### src/hdl/bbaf_pkg.sv
// ----------------------------------------------------------------------------
// bbaf_pkg
// Types, codes and reset values of the byte budget admission FIFO.
// ----------------------------------------------------------------------------
`timescale 1ns / 1ps
`default_nettype none

package bbaf_pkg;

  localparam int unsigned DEPTH_DEF = 16;

  localparam int unsigned CMD_W     = 2;
  localparam int unsigned LEN_W     = 16;
  localparam int unsigned TAG_W     = 32;
  localparam int unsigned BYTES_W   = 20;
  localparam int unsigned LIMIT_W   = 5;
  localparam int unsigned STAT_W    = 3;
  localparam int unsigned CFG_W     = 20;
  localparam int unsigned CFG_IDX_W = 2;

  // register indexes
  localparam logic [CFG_IDX_W-1:0] CFG_ENTRY_LIMIT   = 2'd0;
  localparam logic [CFG_IDX_W-1:0] CFG_BYTE_CAPACITY = 2'd1;
  localparam logic [CFG_IDX_W-1:0] CFG_MAX_RECORD    = 2'd2;

  localparam logic [LIMIT_W-1:0] ENTRY_LIMIT_RST   = 5'd16;
  localparam logic [BYTES_W-1:0] BYTE_CAPACITY_RST = 20'd65536;
  localparam logic [LEN_W-1:0]   MAX_RECORD_RST    = 16'd16384;

  typedef enum logic [CMD_W-1:0] {
    CMD_POST  = 2'd0,
    CMD_POP   = 2'd1,
    CMD_CLOSE = 2'd2
  } cmd_e;

  typedef enum logic [STAT_W-1:0] {
    ST_OK        = 3'd0,
    ST_BAD_SHAPE = 3'd1,
    ST_TOO_LARGE = 3'd2,
    ST_CLOSED    = 3'd3,
    ST_FULL      = 3'd4,
    ST_OVER      = 3'd5,
    ST_EMPTY     = 3'd6
  } status_e;

  typedef enum logic {
    S_IDLE = 1'b0,
    S_EXEC = 1'b1
  } state_e;

  typedef struct packed {
    logic [TAG_W-1:0] tag;
    logic             is_resp;
    logic [LEN_W-1:0] bytes;
  } rec_t;

  // controller -> datapath
  typedef struct packed {
    logic load;  // latch the incoming word, fetch the head record
    logic exec;  // run the command, load the result register
  } ctrl_cmd_t;

endpackage

`default_nettype wire

### src/hdl/bbaf_if.sv
// ----------------------------------------------------------------------------
// bbaf_if
// Command and result channels: valid/ready with payload.
// ----------------------------------------------------------------------------
`timescale 1ns / 1ps
`default_nettype none

interface bbaf_in_if ();
  logic                         valid;
  logic                         ready;
  logic [bbaf_pkg::CMD_W-1:0]   command;
  logic                         token_valid;
  logic                         is_response;
  logic [bbaf_pkg::LEN_W-1:0]   frame_bytes;
  logic [bbaf_pkg::TAG_W-1:0]   record_tag;

  modport source (output valid, command, token_valid, is_response, frame_bytes,
                  record_tag, input ready);
  modport sink   (input valid, command, token_valid, is_response, frame_bytes,
                  record_tag, output ready);
endinterface

interface bbaf_out_if #(
  parameter int unsigned CntW = 5
) ();
  logic                         valid;
  logic                         ready;
  logic [bbaf_pkg::STAT_W-1:0]  status;
  logic                         pop_valid;
  logic [bbaf_pkg::TAG_W-1:0]   out_tag;
  logic                         out_is_response;
  logic [bbaf_pkg::LEN_W-1:0]   out_bytes;
  logic                         wake;
  logic [CntW-1:0]              entries_now;
  logic [bbaf_pkg::BYTES_W-1:0] bytes_held;

  modport source (output valid, status, pop_valid, out_tag, out_is_response, out_bytes,
                  wake, entries_now, bytes_held, input ready);
  modport sink   (input valid, status, pop_valid, out_tag, out_is_response, out_bytes,
                  wake, entries_now, bytes_held, output ready);
endinterface

`default_nettype wire

### src/hdl/bbaf_ctrl.sv
// ----------------------------------------------------------------------------
// bbaf_ctrl
// Sequencer: takes a word, runs it once the result register is free.
// ----------------------------------------------------------------------------
`timescale 1ns / 1ps
`default_nettype none

module bbaf_ctrl (
  input  wire logic                  clk_i,
  input  wire logic                  rst_ni,
  input  wire logic                  in_valid_i,
  output logic                       in_ready_o,
  output logic                       out_valid_o,
  input  wire logic                  out_ready_i,
  output bbaf_pkg::ctrl_cmd_t        cmd_o
);

  bbaf_pkg::state_e state_q, state_d;
  logic             out_valid_q, out_valid_d;

  always_ff @(posedge clk_i or negedge rst_ni) begin
    if (!rst_ni) begin
      state_q     <= bbaf_pkg::S_IDLE;
      out_valid_q <= 1'b0;
    end else begin
      state_q     <= state_d;
      out_valid_q <= out_valid_d;
    end
  end

  // next state
  always_comb begin
    state_d = state_q;
    unique case (state_q)
      bbaf_pkg::S_IDLE: begin
        if (in_valid_i) state_d = bbaf_pkg::S_EXEC;
      end
      bbaf_pkg::S_EXEC: begin
        if (!out_valid_q || out_ready_i) state_d = bbaf_pkg::S_IDLE;
      end
      default: state_d = bbaf_pkg::S_IDLE;
    endcase
  end

  // outputs
  always_comb begin
    in_ready_o   = 1'b0;
    cmd_o.load   = 1'b0;
    cmd_o.exec   = 1'b0;
    unique case (state_q)
      bbaf_pkg::S_IDLE: begin
        in_ready_o = 1'b1;
        cmd_o.load = in_valid_i;
      end
      bbaf_pkg::S_EXEC: begin
        cmd_o.exec = !out_valid_q || out_ready_i;
      end
      default: ;
    endcase
    if (cmd_o.exec)       out_valid_d = 1'b1;
    else if (out_ready_i) out_valid_d = 1'b0;
    else                  out_valid_d = out_valid_q;
  end

  assign out_valid_o = out_valid_q;

endmodule

`default_nettype wire

### src/hdl/bbaf_dp.sv
// ----------------------------------------------------------------------------
// bbaf_dp
// Record store, pointers, counters, admission checks and result register.
// ----------------------------------------------------------------------------
`timescale 1ns / 1ps
`default_nettype none

module bbaf_dp #(
  parameter int unsigned DEPTH = bbaf_pkg::DEPTH_DEF,
  parameter int unsigned CntW  = $clog2(DEPTH + 1)
) (
  input  wire logic                          clk_i,
  input  wire logic                          rst_ni,
  input  wire bbaf_pkg::ctrl_cmd_t           cmd_i,
  // config
  input  wire logic                          cfg_we_i,
  input  wire logic [bbaf_pkg::CFG_IDX_W-1:0] cfg_idx_i,
  input  wire logic [bbaf_pkg::CFG_W-1:0]    cfg_data_i,
  // incoming word
  input  wire logic [bbaf_pkg::CMD_W-1:0]    command_i,
  input  wire logic                          token_valid_i,
  input  wire logic                          is_response_i,
  input  wire logic [bbaf_pkg::LEN_W-1:0]    frame_bytes_i,
  input  wire logic [bbaf_pkg::TAG_W-1:0]    record_tag_i,
  // result register
  output logic [bbaf_pkg::STAT_W-1:0]        status_o,
  output logic                               pop_valid_o,
  output logic [bbaf_pkg::TAG_W-1:0]         out_tag_o,
  output logic                               out_is_response_o,
  output logic [bbaf_pkg::LEN_W-1:0]         out_bytes_o,
  output logic                               wake_o,
  output logic [CntW-1:0]                    entries_now_o,
  output logic [bbaf_pkg::BYTES_W-1:0]       bytes_held_o
);

  localparam int unsigned PtrW = (DEPTH > 1) ? $clog2(DEPTH) : 1;
  localparam int unsigned CmpW = (CntW > bbaf_pkg::LIMIT_W) ? CntW : bbaf_pkg::LIMIT_W;
  localparam int unsigned BW   = bbaf_pkg::BYTES_W;
  localparam int unsigned LW   = bbaf_pkg::LEN_W;

  // config registers
  logic [bbaf_pkg::LIMIT_W-1:0] entry_limit_q;
  logic [BW-1:0]                byte_capacity_q;
  logic [LW-1:0]                max_record_q;

  always_ff @(posedge clk_i or negedge rst_ni) begin
    if (!rst_ni) begin
      entry_limit_q   <= bbaf_pkg::ENTRY_LIMIT_RST;
      byte_capacity_q <= bbaf_pkg::BYTE_CAPACITY_RST;
      max_record_q    <= bbaf_pkg::MAX_RECORD_RST;
    end else if (cfg_we_i) begin
      unique case (cfg_idx_i)
        bbaf_pkg::CFG_ENTRY_LIMIT:   entry_limit_q   <= cfg_data_i[bbaf_pkg::LIMIT_W-1:0];
        bbaf_pkg::CFG_BYTE_CAPACITY: byte_capacity_q <= cfg_data_i[BW-1:0];
        bbaf_pkg::CFG_MAX_RECORD:    max_record_q    <= cfg_data_i[LW-1:0];
        default: ;
      endcase
    end
  end

  // latched word
  logic [bbaf_pkg::CMD_W-1:0] cmd_q;
  logic                       tok_q;
  logic                       resp_q;
  logic [LW-1:0]              len_q;
  logic [bbaf_pkg::TAG_W-1:0] tag_q;

  always_ff @(posedge clk_i) begin
    if (cmd_i.load) begin
      cmd_q  <= command_i;
      tok_q  <= token_valid_i;
      resp_q <= is_response_i;
      len_q  <= frame_bytes_i;
      tag_q  <= record_tag_i;
    end
  end

  // control state
  logic [PtrW-1:0] rd_ptr_q, rd_ptr_d;
  logic [PtrW-1:0] wr_ptr_q, wr_ptr_d;
  logic [CntW-1:0] cnt_q, cnt_d;
  logic [BW-1:0]   buf_q, buf_d;
  logic            open_q, open_d;

  always_ff @(posedge clk_i or negedge rst_ni) begin
    if (!rst_ni) begin
      rd_ptr_q <= '0;
      wr_ptr_q <= '0;
      cnt_q    <= '0;
      buf_q    <= '0;
      open_q   <= 1'b1;
    end else if (cmd_i.exec) begin
      rd_ptr_q <= rd_ptr_d;
      wr_ptr_q <= wr_ptr_d;
      cnt_q    <= cnt_d;
      buf_q    <= buf_d;
      open_q   <= open_d;
    end
  end

  // record store; head is fetched when the word is taken
  bbaf_pkg::rec_t mem_q [DEPTH];
  bbaf_pkg::rec_t head_q;
  logic           mem_we;

  always_ff @(posedge clk_i) begin
    if (mem_we) mem_q[wr_ptr_q] <= '{tag: tag_q, is_resp: resp_q, bytes: len_q};
    if (cmd_i.load) head_q <= mem_q[rd_ptr_q];
  end

  function automatic logic [PtrW-1:0] ptr_inc(input logic [PtrW-1:0] p);
    ptr_inc = (p == PtrW'(DEPTH - 1)) ? '0 : p + 1'b1;
  endfunction

  // admission checks
  logic                         shape_ok;
  logic [bbaf_pkg::LIMIT_W-1:0] lim_eff;
  logic                         full;
  logic [BW-1:0]                room;
  logic                         over;

  always_comb begin
    shape_ok = tok_q && (resp_q ? (len_q != '0) : (len_q == '0));
    lim_eff  = (entry_limit_q == '0) ? bbaf_pkg::LIMIT_W'(1) : entry_limit_q;
    full     = (CmpW'(cnt_q) >= CmpW'(lim_eff)) || (cnt_q == CntW'(DEPTH));
    room     = (byte_capacity_q > buf_q) ? byte_capacity_q - buf_q : '0;
    over     = BW'(len_q) > room;
  end

  bbaf_pkg::status_e status_d;
  logic              pop_d;
  logic              wake_d;

  always_comb begin
    rd_ptr_d = rd_ptr_q;
    wr_ptr_d = wr_ptr_q;
    cnt_d    = cnt_q;
    buf_d    = buf_q;
    open_d   = open_q;
    status_d = bbaf_pkg::ST_OK;
    pop_d    = 1'b0;
    wake_d   = 1'b0;
    mem_we   = 1'b0;
    unique case (cmd_q)
      bbaf_pkg::CMD_POST: begin
        if (!shape_ok)                 status_d = bbaf_pkg::ST_BAD_SHAPE;
        else if (len_q > max_record_q) status_d = bbaf_pkg::ST_TOO_LARGE;
        else if (!open_q)              status_d = bbaf_pkg::ST_CLOSED;
        else if (full)                 status_d = bbaf_pkg::ST_FULL;
        else if (over)                 status_d = bbaf_pkg::ST_OVER;
        else begin
          mem_we   = cmd_i.exec;
          wr_ptr_d = ptr_inc(wr_ptr_q);
          cnt_d    = cnt_q + 1'b1;
          buf_d    = buf_q + BW'(len_q);
          wake_d   = 1'b1;
        end
      end
      bbaf_pkg::CMD_POP: begin
        if (cnt_q == '0) begin
          status_d = bbaf_pkg::ST_EMPTY;
        end else begin
          rd_ptr_d = ptr_inc(rd_ptr_q);
          cnt_d    = cnt_q - 1'b1;
          buf_d    = (buf_q >= BW'(head_q.bytes)) ? buf_q - BW'(head_q.bytes) : '0;
          pop_d    = 1'b1;
        end
      end
      bbaf_pkg::CMD_CLOSE: begin
        // write pointer always sits count entries past the read pointer
        open_d   = 1'b0;
        rd_ptr_d = wr_ptr_q;
        cnt_d    = '0;
        buf_d    = '0;
      end
      default: ;
    endcase
  end

  // result register
  always_ff @(posedge clk_i) begin
    if (cmd_i.exec) begin
      status_o          <= status_d;
      pop_valid_o       <= pop_d;
      out_tag_o         <= pop_d ? head_q.tag : '0;
      out_is_response_o <= pop_d ? head_q.is_resp : 1'b0;
      out_bytes_o       <= pop_d ? head_q.bytes : '0;
      wake_o            <= wake_d;
      entries_now_o     <= cnt_d;
      bytes_held_o      <= buf_d;
    end
  end

endmodule

`default_nettype wire

### src/hdl/byte_budget_admission_fifo.sv
// ----------------------------------------------------------------------------
// byte_budget_admission_fifo: ring FIFO of records with slot and byte limits
// Sequencing: a taken command is latched in IDLE and run in EXEC, where the result
// register loads once it is free; no new command is taken until the last one has run,
// so a result word that is not taken holds back the next command.
// Reset: async active low; empty, open, limits back to 16 / 65536 / 16384.
// ----------------------------------------------------------------------------
`timescale 1ns / 1ps
`default_nettype none

module byte_budget_admission_fifo #(
  parameter int unsigned DEPTH = bbaf_pkg::DEPTH_DEF,
  parameter int unsigned CntW  = $clog2(DEPTH + 1)
) (
  input  wire logic                           clk_i,
  input  wire logic                           rst_ni,
  // config write port
  input  wire logic                           cfg_we_i,
  input  wire logic [bbaf_pkg::CFG_IDX_W-1:0] cfg_idx_i,
  input  wire logic [bbaf_pkg::CFG_W-1:0]     cfg_data_i,
  // command and result channels
  bbaf_in_if.sink                             in_if,
  bbaf_out_if.source                          out_if
);

  // Controller only sequences: IDLE takes a command word and fetches the
  // head record from the store; EXEC runs the command once the result
  // register is free (empty, or being drained this cycle).
  bbaf_pkg::ctrl_cmd_t cmd;

  bbaf_ctrl u_ctrl (
    .clk_i       (clk_i),
    .rst_ni      (rst_ni),
    .in_valid_i  (in_if.valid),
    .in_ready_o  (in_if.ready),
    .out_valid_o (out_if.valid),
    .out_ready_i (out_if.ready),
    .cmd_o       (cmd)
  );

  // Datapath: store, pointers, counts, the priority chain of post checks
  // (shape, size, closed, full, budget) and the result register.
  bbaf_dp #(
    .DEPTH (DEPTH),
    .CntW  (CntW)
  ) u_dp (
    .clk_i             (clk_i),
    .rst_ni            (rst_ni),
    .cmd_i             (cmd),
    .cfg_we_i          (cfg_we_i),
    .cfg_idx_i         (cfg_idx_i),
    .cfg_data_i        (cfg_data_i),
    .command_i         (in_if.command),
    .token_valid_i     (in_if.token_valid),
    .is_response_i     (in_if.is_response),
    .frame_bytes_i     (in_if.frame_bytes),
    .record_tag_i      (in_if.record_tag),
    .status_o          (out_if.status),
    .pop_valid_o       (out_if.pop_valid),
    .out_tag_o         (out_if.out_tag),
    .out_is_response_o (out_if.out_is_response),
    .out_bytes_o       (out_if.out_bytes),
    .wake_o            (out_if.wake),
    .entries_now_o     (out_if.entries_now),
    .bytes_held_o      (out_if.bytes_held)
  );

endmodule

`default_nettype wire

### src/flat_wrapper.sv
// flat-port wrapper written by rule: the top's interface ports become plain ports
module byte_budget_admission_fifo_flat 
#(
  parameter int unsigned DEPTH = bbaf_pkg::DEPTH_DEF,
  parameter int unsigned CntW  = $clog2(DEPTH + 1)
)
  (clk_i, rst_ni, cfg_we_i, cfg_idx_i, cfg_data_i, in_if_valid, in_if_command, in_if_token_valid, in_if_is_response, in_if_frame_bytes, in_if_record_tag, in_if_ready, out_if_valid, out_if_status, out_if_pop_valid, out_if_out_tag, out_if_out_is_response, out_if_out_bytes, out_if_wake, out_if_entries_now, out_if_bytes_held, out_if_ready);
  bbaf_in_if in_if_i ();
  bbaf_out_if #(.CntW(CntW)) out_if_i ();
  input  wire logic clk_i;
  input  wire logic rst_ni;
  input  wire logic cfg_we_i;
  input  wire logic [bbaf_pkg::CFG_IDX_W-1:0] cfg_idx_i;
  input  wire logic [bbaf_pkg::CFG_W-1:0] cfg_data_i;
  input wire logic [$bits(in_if_i.valid)-1:0] in_if_valid;
  input wire logic [$bits(in_if_i.command)-1:0] in_if_command;
  input wire logic [$bits(in_if_i.token_valid)-1:0] in_if_token_valid;
  input wire logic [$bits(in_if_i.is_response)-1:0] in_if_is_response;
  input wire logic [$bits(in_if_i.frame_bytes)-1:0] in_if_frame_bytes;
  input wire logic [$bits(in_if_i.record_tag)-1:0] in_if_record_tag;
  output wire logic [$bits(in_if_i.ready)-1:0] in_if_ready;
  output wire logic [$bits(out_if_i.valid)-1:0] out_if_valid;
  output wire logic [$bits(out_if_i.status)-1:0] out_if_status;
  output wire logic [$bits(out_if_i.pop_valid)-1:0] out_if_pop_valid;
  output wire logic [$bits(out_if_i.out_tag)-1:0] out_if_out_tag;
  output wire logic [$bits(out_if_i.out_is_response)-1:0] out_if_out_is_response;
  output wire logic [$bits(out_if_i.out_bytes)-1:0] out_if_out_bytes;
  output wire logic [$bits(out_if_i.wake)-1:0] out_if_wake;
  output wire logic [$bits(out_if_i.entries_now)-1:0] out_if_entries_now;
  output wire logic [$bits(out_if_i.bytes_held)-1:0] out_if_bytes_held;
  input wire logic [$bits(out_if_i.ready)-1:0] out_if_ready;
  assign in_if_i.valid = in_if_valid;
  assign in_if_i.command = in_if_command;
  assign in_if_i.token_valid = in_if_token_valid;
  assign in_if_i.is_response = in_if_is_response;
  assign in_if_i.frame_bytes = in_if_frame_bytes;
  assign in_if_i.record_tag = in_if_record_tag;
  assign in_if_ready = in_if_i.ready;
  assign out_if_valid = out_if_i.valid;
  assign out_if_status = out_if_i.status;
  assign out_if_pop_valid = out_if_i.pop_valid;
  assign out_if_out_tag = out_if_i.out_tag;
  assign out_if_out_is_response = out_if_i.out_is_response;
  assign out_if_out_bytes = out_if_i.out_bytes;
  assign out_if_wake = out_if_i.wake;
  assign out_if_entries_now = out_if_i.entries_now;
  assign out_if_bytes_held = out_if_i.bytes_held;
  assign out_if_i.ready = out_if_ready;
  byte_budget_admission_fifo #(.DEPTH(DEPTH), .CntW(CntW)) u_core (.clk_i(clk_i), .rst_ni(rst_ni), .cfg_we_i(cfg_we_i), .cfg_idx_i(cfg_idx_i), .cfg_data_i(cfg_data_i), .in_if(in_if_i), .out_if(out_if_i));
endmodule
### config.mk
export PLATFORM = sky130hd
export DESIGN_NAME = byte_budget_admission_fifo_flat
export DESIGN_NICKNAME = d
export VERILOG_FILES = /design/src/hdl/bbaf_pkg.sv /design/src/hdl/bbaf_if.sv /design/src/hdl/bbaf_ctrl.sv /design/src/hdl/bbaf_dp.sv /design/src/hdl/byte_budget_admission_fifo.sv /design/src/flat_wrapper.sv
export SDC_FILE = /design/constraint.sdc
export NUM_CORES = 1
export LEC_CHECK = 0
export BUFFER_PORTS_ARGS = -buffer_cell sky130_fd_sc_hd__buf_2
export CORE_ASPECT_RATIO = 0.7
export CORE_MARGIN = 2
export CORE_UTILIZATION = 60
export DETAILED_ROUTE_END_ITERATION = 16
export HOLD_SLACK_MARGIN = 0.02
export PLACE_DENSITY = 0.78
export SETUP_SLACK_MARGIN = 0.5
export SYNTH_ARGS = -nofsm -noshare
export SYNTH_HDL_FRONTEND = slang
export SYNTH_SLANG_ARGS = --single-unit
### constraint.sdc
create_clock -name clk_i -period 16.5 [get_ports clk_i]
set_clock_uncertainty 0.05 [all_clocks]
set_input_delay 1.65 -clock clk_i [delete_from_list [all_inputs] [get_ports clk_i]]
set_output_delay 1.65 -clock clk_i [all_outputs]
set_load 0.005 [all_outputs]
## After elaboration in Yosys (flattened, before gate mapping)

Memories as Yosys holds them, arrays and structs flattened. A register that Yosys moved wholly into a read port is not among the register bits.
Index checks and enable logic that the tools add are counted.

| storage, ports and cells | value |
|---|---|
| bits in read-only memories | 0 |
| RAM bits | 784 |
| logic and storage cells | 118 |
| memories | 1 |
| flip-flop bits (word level) | 208 |
| latch bits | 0 |
| output and inout bits | 81 |
| input bits | 79 |

Memory list:

| name | depth | bits a word | read ports | clocked after memory_dff | write ports | line | text |
|---|---|---|---|---|---|---|---|
| u_core.u_dp.mem_q | 16 | 49 | 1 | 1 | 1 | bbaf_dp.sv:102 | `bbaf_pkg::rec_t mem_q [DEPTH];` |

| cells by class | value |
|---|---|
| reductions and logical operators | 19 |
| add/subtract/negate cells | 7 |
| multipliers | 0 |
| $lt $le $gt $ge | 5 |
| eq/ne operators | 8 |
| divide/modulo/power cells | 0 |
| bitwise logic cells | 7 |
| muxes and demuxes | 48 |
| shifts and indexed selects | 0 |

Operators with widths:

| operator | count |
|---|---|
| $mux 20 | 8 |
| $pmux 20 s3 | 1 |
| $mux 5 | 7 |
| $add 20x16->20 | 1 |
| $ge 20x16->1 | 1 |
| $gt 16x20->1 | 1 |
| $gt 20x20->1 | 1 |
| $sub 20x16->20 | 1 |
| $sub 20x20->20 | 1 |
| $mux 1 | 19 |
| $mux 3 | 6 |
| $gt 16x16->1 | 1 |
| $logic_not 16->1 | 1 |
| $reduce_bool 16->1 | 1 |
| $pmux 5 s3 | 1 |
| $mux 4 | 3 |
| $logic_not 5->1 | 2 |
| $add 4x1->4 const B | 2 |
| $eq 4x4->1 const B | 2 |
| $pmux 4 s2 | 1 |
| $reduce_and 2->1 | 4 |
| $not 1->1 | 7 |
| $reduce_and 7->1 | 1 |
| $pmux 3 s2 | 1 |
| 15 further kinds | 20 |

## Longest topological paths before layout

| depth | value |
|---|---|
| depth in word-level cells | 11 |
| depth in mapped cells | 24 |
| gate-level depth less buffers | 22 |

## Cells and area by module

A second synthesis with hierarchy kept.

| unflattened totals | value |
|---|---|
| cells, all modules | 2,710 |
| area, all modules | 43,935.9 µm² |

Modules (own cells, without submodules):

| module | area each (µm²) | times used | cells each |
|---|---|---|---|
| bbaf_dp | 43,834.5 | 1 | 2,701 |
| bbaf_ctrl | 101.3 | 1 | 9 |

## Worst setup path after synthesis

OpenSTA, ideal clock, no wires.

| timing path | value |
|---|---|
| path type | flip-flop to flip-flop |
| start point | register u_core.u_dp.buf_q[0] |
| end point | memory u_core.u_dp.mem_q[3][0] (netlist bit) (enable) |
| arrival | 9.238 ns |
| stages on the path, launching flop included | 22 |
| data required time | 15.856 ns |
| slack | 6.618 ns |
| library setup time | 0.594 ns |
| cells stage by stage | dfrtp_1 ha_1 inv_1 fa_1 a211oi_1 o21ai_2 o211ai_1 a21oi_1 o21a_1 buf_4 clkbuf_1 nand2_1 ha_1 a21o_1 a21o_1 a21oi_1 o21ai_1 a221oi_1 a21oi_1 nor3_4 o211ai_4 nor4b_1 |

| on the way | value |
|---|---|
| cells in the longest elaborated chain, start to end | 11 |

Ends and longest elaborated chain:

| item | line | text |
|---|---|---|
| from (decl) | bbaf_dp.sv:82 | `logic [BW-1:0] buf_q, buf_d;` |
| from (signal assigned) | bbaf_dp.sv:96 | `buf_q <= buf_d;` |
| $sub 20x20->20 / $gt 20x20->1 (equally long branches) | bbaf_dp.sv:126 | `room = (byte_capacity_q > buf_q) ? byte_capacity_q - buf_q : '0;` |
| $mux 20 * | bbaf_dp.sv:126 |  |
| $gt 16x20->1 * | bbaf_dp.sv:127 | `over = BW'(len_q) > room;` |
| $mux 1 * | bbaf_dp.sv:150 | `else if (over) status_d = bbaf_pkg::ST_OVER;` |
| $mux 1 * | bbaf_dp.sv:149 | `else if (full) status_d = bbaf_pkg::ST_FULL;` |
| $mux 1 * | bbaf_dp.sv:148 | `else if (!open_q) status_d = bbaf_pkg::ST_CLOSED;` |
| $mux 1 * | bbaf_dp.sv:147 | `else if (len_q > max_record_q) status_d = bbaf_pkg::ST_TOO_LARGE;` |
| $mux 1 * | bbaf_dp.sv:146 | `if (!shape_ok) status_d = bbaf_pkg::ST_BAD_SHAPE;` |
| $mux 1 * | bbaf_dp.sv:144 | `unique case (cmd_q)` |
| $mux 1 * | bbaf_dp.sv:107 | `if (mem_we) mem_q[wr_ptr_q] <= '{tag: tag_q, is_resp: resp_q, bytes: len_q};` |
| $mux 1 (not written as such) * | bbaf_dp.sv:107 |  |
| to (decl) | bbaf_dp.sv:102 |  |

Mark *: on every way between the ends. The rest lies on a longest branch, timed or not.

## Worst setup path after layout

| timing path | value |
|---|---|
| start point | register u_core.u_dp.buf_q[11] |
| end point | memory u_core.u_dp.mem_q[8][19] (netlist bit) (enable) |

Same word-level chain as after synthesis.

==> metrics.txt <==
outcome finished, final reports clean; clk_lat worst skew 0.69 ns; Setup crit end kind flop; Final Hold Fails 0; IO Count 160; post-detailed-route count of antenna-violating nets 0; async set-reset flop share out of synthesis 7.397%; post-synth cell types 91; CTS root buf clkbuf_16; Power Dens Cells 172.1 nW/µm²; Main synth FF type edfxtp_1; Crit Path Class reg2reg; GRT Util Overall 28.81%; Tmin final 7.019 ns; Final #Nets 3,016; wire per inst 27.69 µm; Max IR drop VDD 0.1541 mV; # clock sinks 1,041; fin. max-slew vios 0; placed cell count 3,708; number of global-route vias before repair 25.09k; n_diodes 0; post-place setup slack 9.688 ns; via/cell ratio 6.523; clk slew on worst S/H paths 0.07 ns; Top cell by count, worst path a21oi_1; hold_buf cts 0; GR Util met3 6.004%; layout cells sized above 1 20.12%; grt met1 use 45.11%; Crit path largest cell delay 0.71 ns; Synth Instances 2,660; final RePlAce weighted congestion 0.9732; Max Freq 142.5 MHz; Netlist Area Pre-Place 43,640 µm²; CTS buffer count 94; initial antenna violation count 3; final hold slack 0.4540 ns; die area 74,950 µm²; unrepaired setup endpoints after global routing no; PostCTS Resize Cnt 0; Net Count, Synth 2,838; leading cell type in the layout, fill and taps excluded edfxtp_1; chip height 229.7 µm; TritonCTS clock tree done; FP Rows 82; DRT iter0 DRCs 3,230; startpoint type of the worst setup path flop; Synth Register Bits 1,041; worst-case clock buffer depth 3; routed vias 25.30k; Slew HR 12.92%; WHS Path Cells 1; register area share after synthesis 70.75%; leading cell types in the layout, fill and taps excluded edfxtp_1 (964), buf_2 (158), mux2i_1 (153), o21ai_0 (142), nand2_1 (136); pin count of the biggest net entering global routing 136; GRT busiest layer met1; initial core utilization 60.77%; I/O Buffers 159; H-tree depth 3; worst-path fanout max 49; fin util 67.82%; DRC 0; worst hold path class reg2reg; drt pass-1 iters 8; synth warn 0; post-CTS setup buffer count 0; grt total ovfl 0; post-route insts no fill 3,879; setup TNS 0 ns; Core ar. 71,820 µm²; final setup fails 0; CP required 16.74 ns; Post-synth EDFFs 964; Die Wd 326.4 µm; syn avg cell area 16.41 µm²; Worst Max-Slew Pin Slew 1.298 ns; Syn-to-layout area delta 11.61%; first-pass GRT wire length 159,700 µm; static leakage 17.28 nW; worst r2r path cells 20; period utilisation layout 42.54%; slowest stage cell, crit path nor3_4; DPL Wire Length 64,860 µm; Final WS setup 9.481 ns; Worst EP arrival 7.26 ns; max-cap violations 0; cells along the critical path inv_1 -> ha_1 -> nand4_2 -> nor3_1 -> o211ai_1 -> a21oi_1 -> o21a_1 -> nand2_1 -> ha_1 -> a21o_1 -> a21o_1 -> a21oi_1 -> o21ai_1 -> a221oi_1 -> a21oi_1 -> nor3_4 -> o211ai_4 -> nor2_1 -> and3_2 -> buf_4; Routed WL 107,400 µm; met2 Usage GRT 41.77%
[worst paths after layout]
path,startpoint,slack [ns],to
max,u_core.u_dp.buf_q[11],9.48,u_core.u_dp.mem_q[8][19]
min,u_core.u_dp.max_record_q[4],0.45,u_core.u_dp.max_record_q[4]
max reg2reg,u_core.u_dp.buf_q[11],9.48,u_core.u_dp.mem_q[8][19]
min reg2reg,u_core.u_dp.max_record_q[4],0.45,u_core.u_dp.max_record_q[4]
max in group asynchronous,rst_ni,14.38,u_core.u_dp.byte_capacity_q[8]
min in group asynchronous,rst_ni,0.86,u_core.u_dp.cnt_q[1]
[report_power, final]
part,internal [mW],total (mW),switching (mW)
Clock,1.22,2.18,0.958
Sequential,3.25,3.50,0.258
Combinational,1.05,2.70,1.65
Total,5.52,8.39,2.86
[cells by family after synthesis]
group           Yosys count  synth area share (%)
flops                  1041                 70.75
compound gates          548                 8.409
simple gates            379                 4.338
mux                     339                 10.84
buf+inv                 206                 1.809
fa+ha+maj                99                 2.890
xor+xnor                 48                0.9633
[area by class of cell]
class                           count  area, µm²
Fill cell                        4688      23110
Sequential cell                  1041      30890
Inverter                           81      306.5
Tap cell                          966       1209
Clock buffer                      114       2457
Multi-Input combinational cell   1413      12070
Timing Repair Buffer              207       1171
Clock inverter                     57      600.6
[critical path, delay by kind of cell, from the launching register on]
kind,cells,cell delay [ns]
fa+ha+maj,2,0.80
buf+inv,2,0.86
flops,1,0.42
compound gates,10,2.57
simple gates,6,1.83
[registers in the layout, summed over array words and instances (netlist names), 2 cells and up]
name and count:
u_core.u_dp.out_tag_o 32, u_core.u_dp.bytes_held_o 20, u_core.u_dp.byte_capacity_q 20, u_core.u_dp.max_record_q 16, u_core.u_dp.out_bytes_o 16, u_core.u_dp.entry_limit_q 5
u_core.u_dp.buf_q 20, u_core.u_dp.wr_ptr_q 4, u_core.u_dp.entries_now_o 5, u_core.u_dp.len_q 16, u_core.u_dp.status_o 3, u_core.u_dp.cnt_q 5
u_core.u_dp.rd_ptr_q 4, u_core.u_dp.tag_q 32, u_core.u_dp.mem_q 784, u_core.u_dp.head_q 49, u_core.u_dp.cmd_q 2
[per-stage QoR]
stage                     cell area (µm²)  power [mW]
after floorplan                     43640       5.322
after global routing                48710       8.757
after global placement              45650       6.132
final                               48710       8.385
after CTS                           48710       8.378
after detailed placement            45650       6.195
[synthesized netlist by cell type, drive strengths merged, types with 13 or more instances]
| cell | number | area, µm² |
|---|---|---|
| nand2b | 19 | 118.9 |
| buf | 29 | 125.1 |
| a21oi | 125 | 640.6 |
| inv | 80 | 300.3 |
| nand4 | 17 | 112.6 |
| nor2 | 62 | 235.2 |
| a22oi | 51 | 382.9 |
| nand2 | 136 | 510.5 |
| clkbuf | 96 | 360.4 |
| xor2 | 22 | 192.7 |
| nor3 | 25 | 146.4 |
| mux4 | 98 | 2207 |
| and3 | 43 | 269.0 |
| edfxtp | 964 | 28950 |
| nand3 | 19 | 95.09 |
| o21ai | 152 | 787.0 |
| dfrtp | 73 | 1827 |
| xnor2 | 26 | 227.7 |
| nor4 | 13 | 81.33 |
| a21o | 32 | 240.2 |
| mux2i | 153 | 1531 |
| mux2 | 88 | 991.0 |
| ha | 96 | 1201 |
| a221oi | 52 | 455.4 |
[layer usage]
layer	wire length [µm]	part of all wire, %
met1	46680	43
met2	47610	44
met3	10810	10
met4	2292	2.1
met5	0	0
Note: power is estimated with default switching activity, not from simulation.
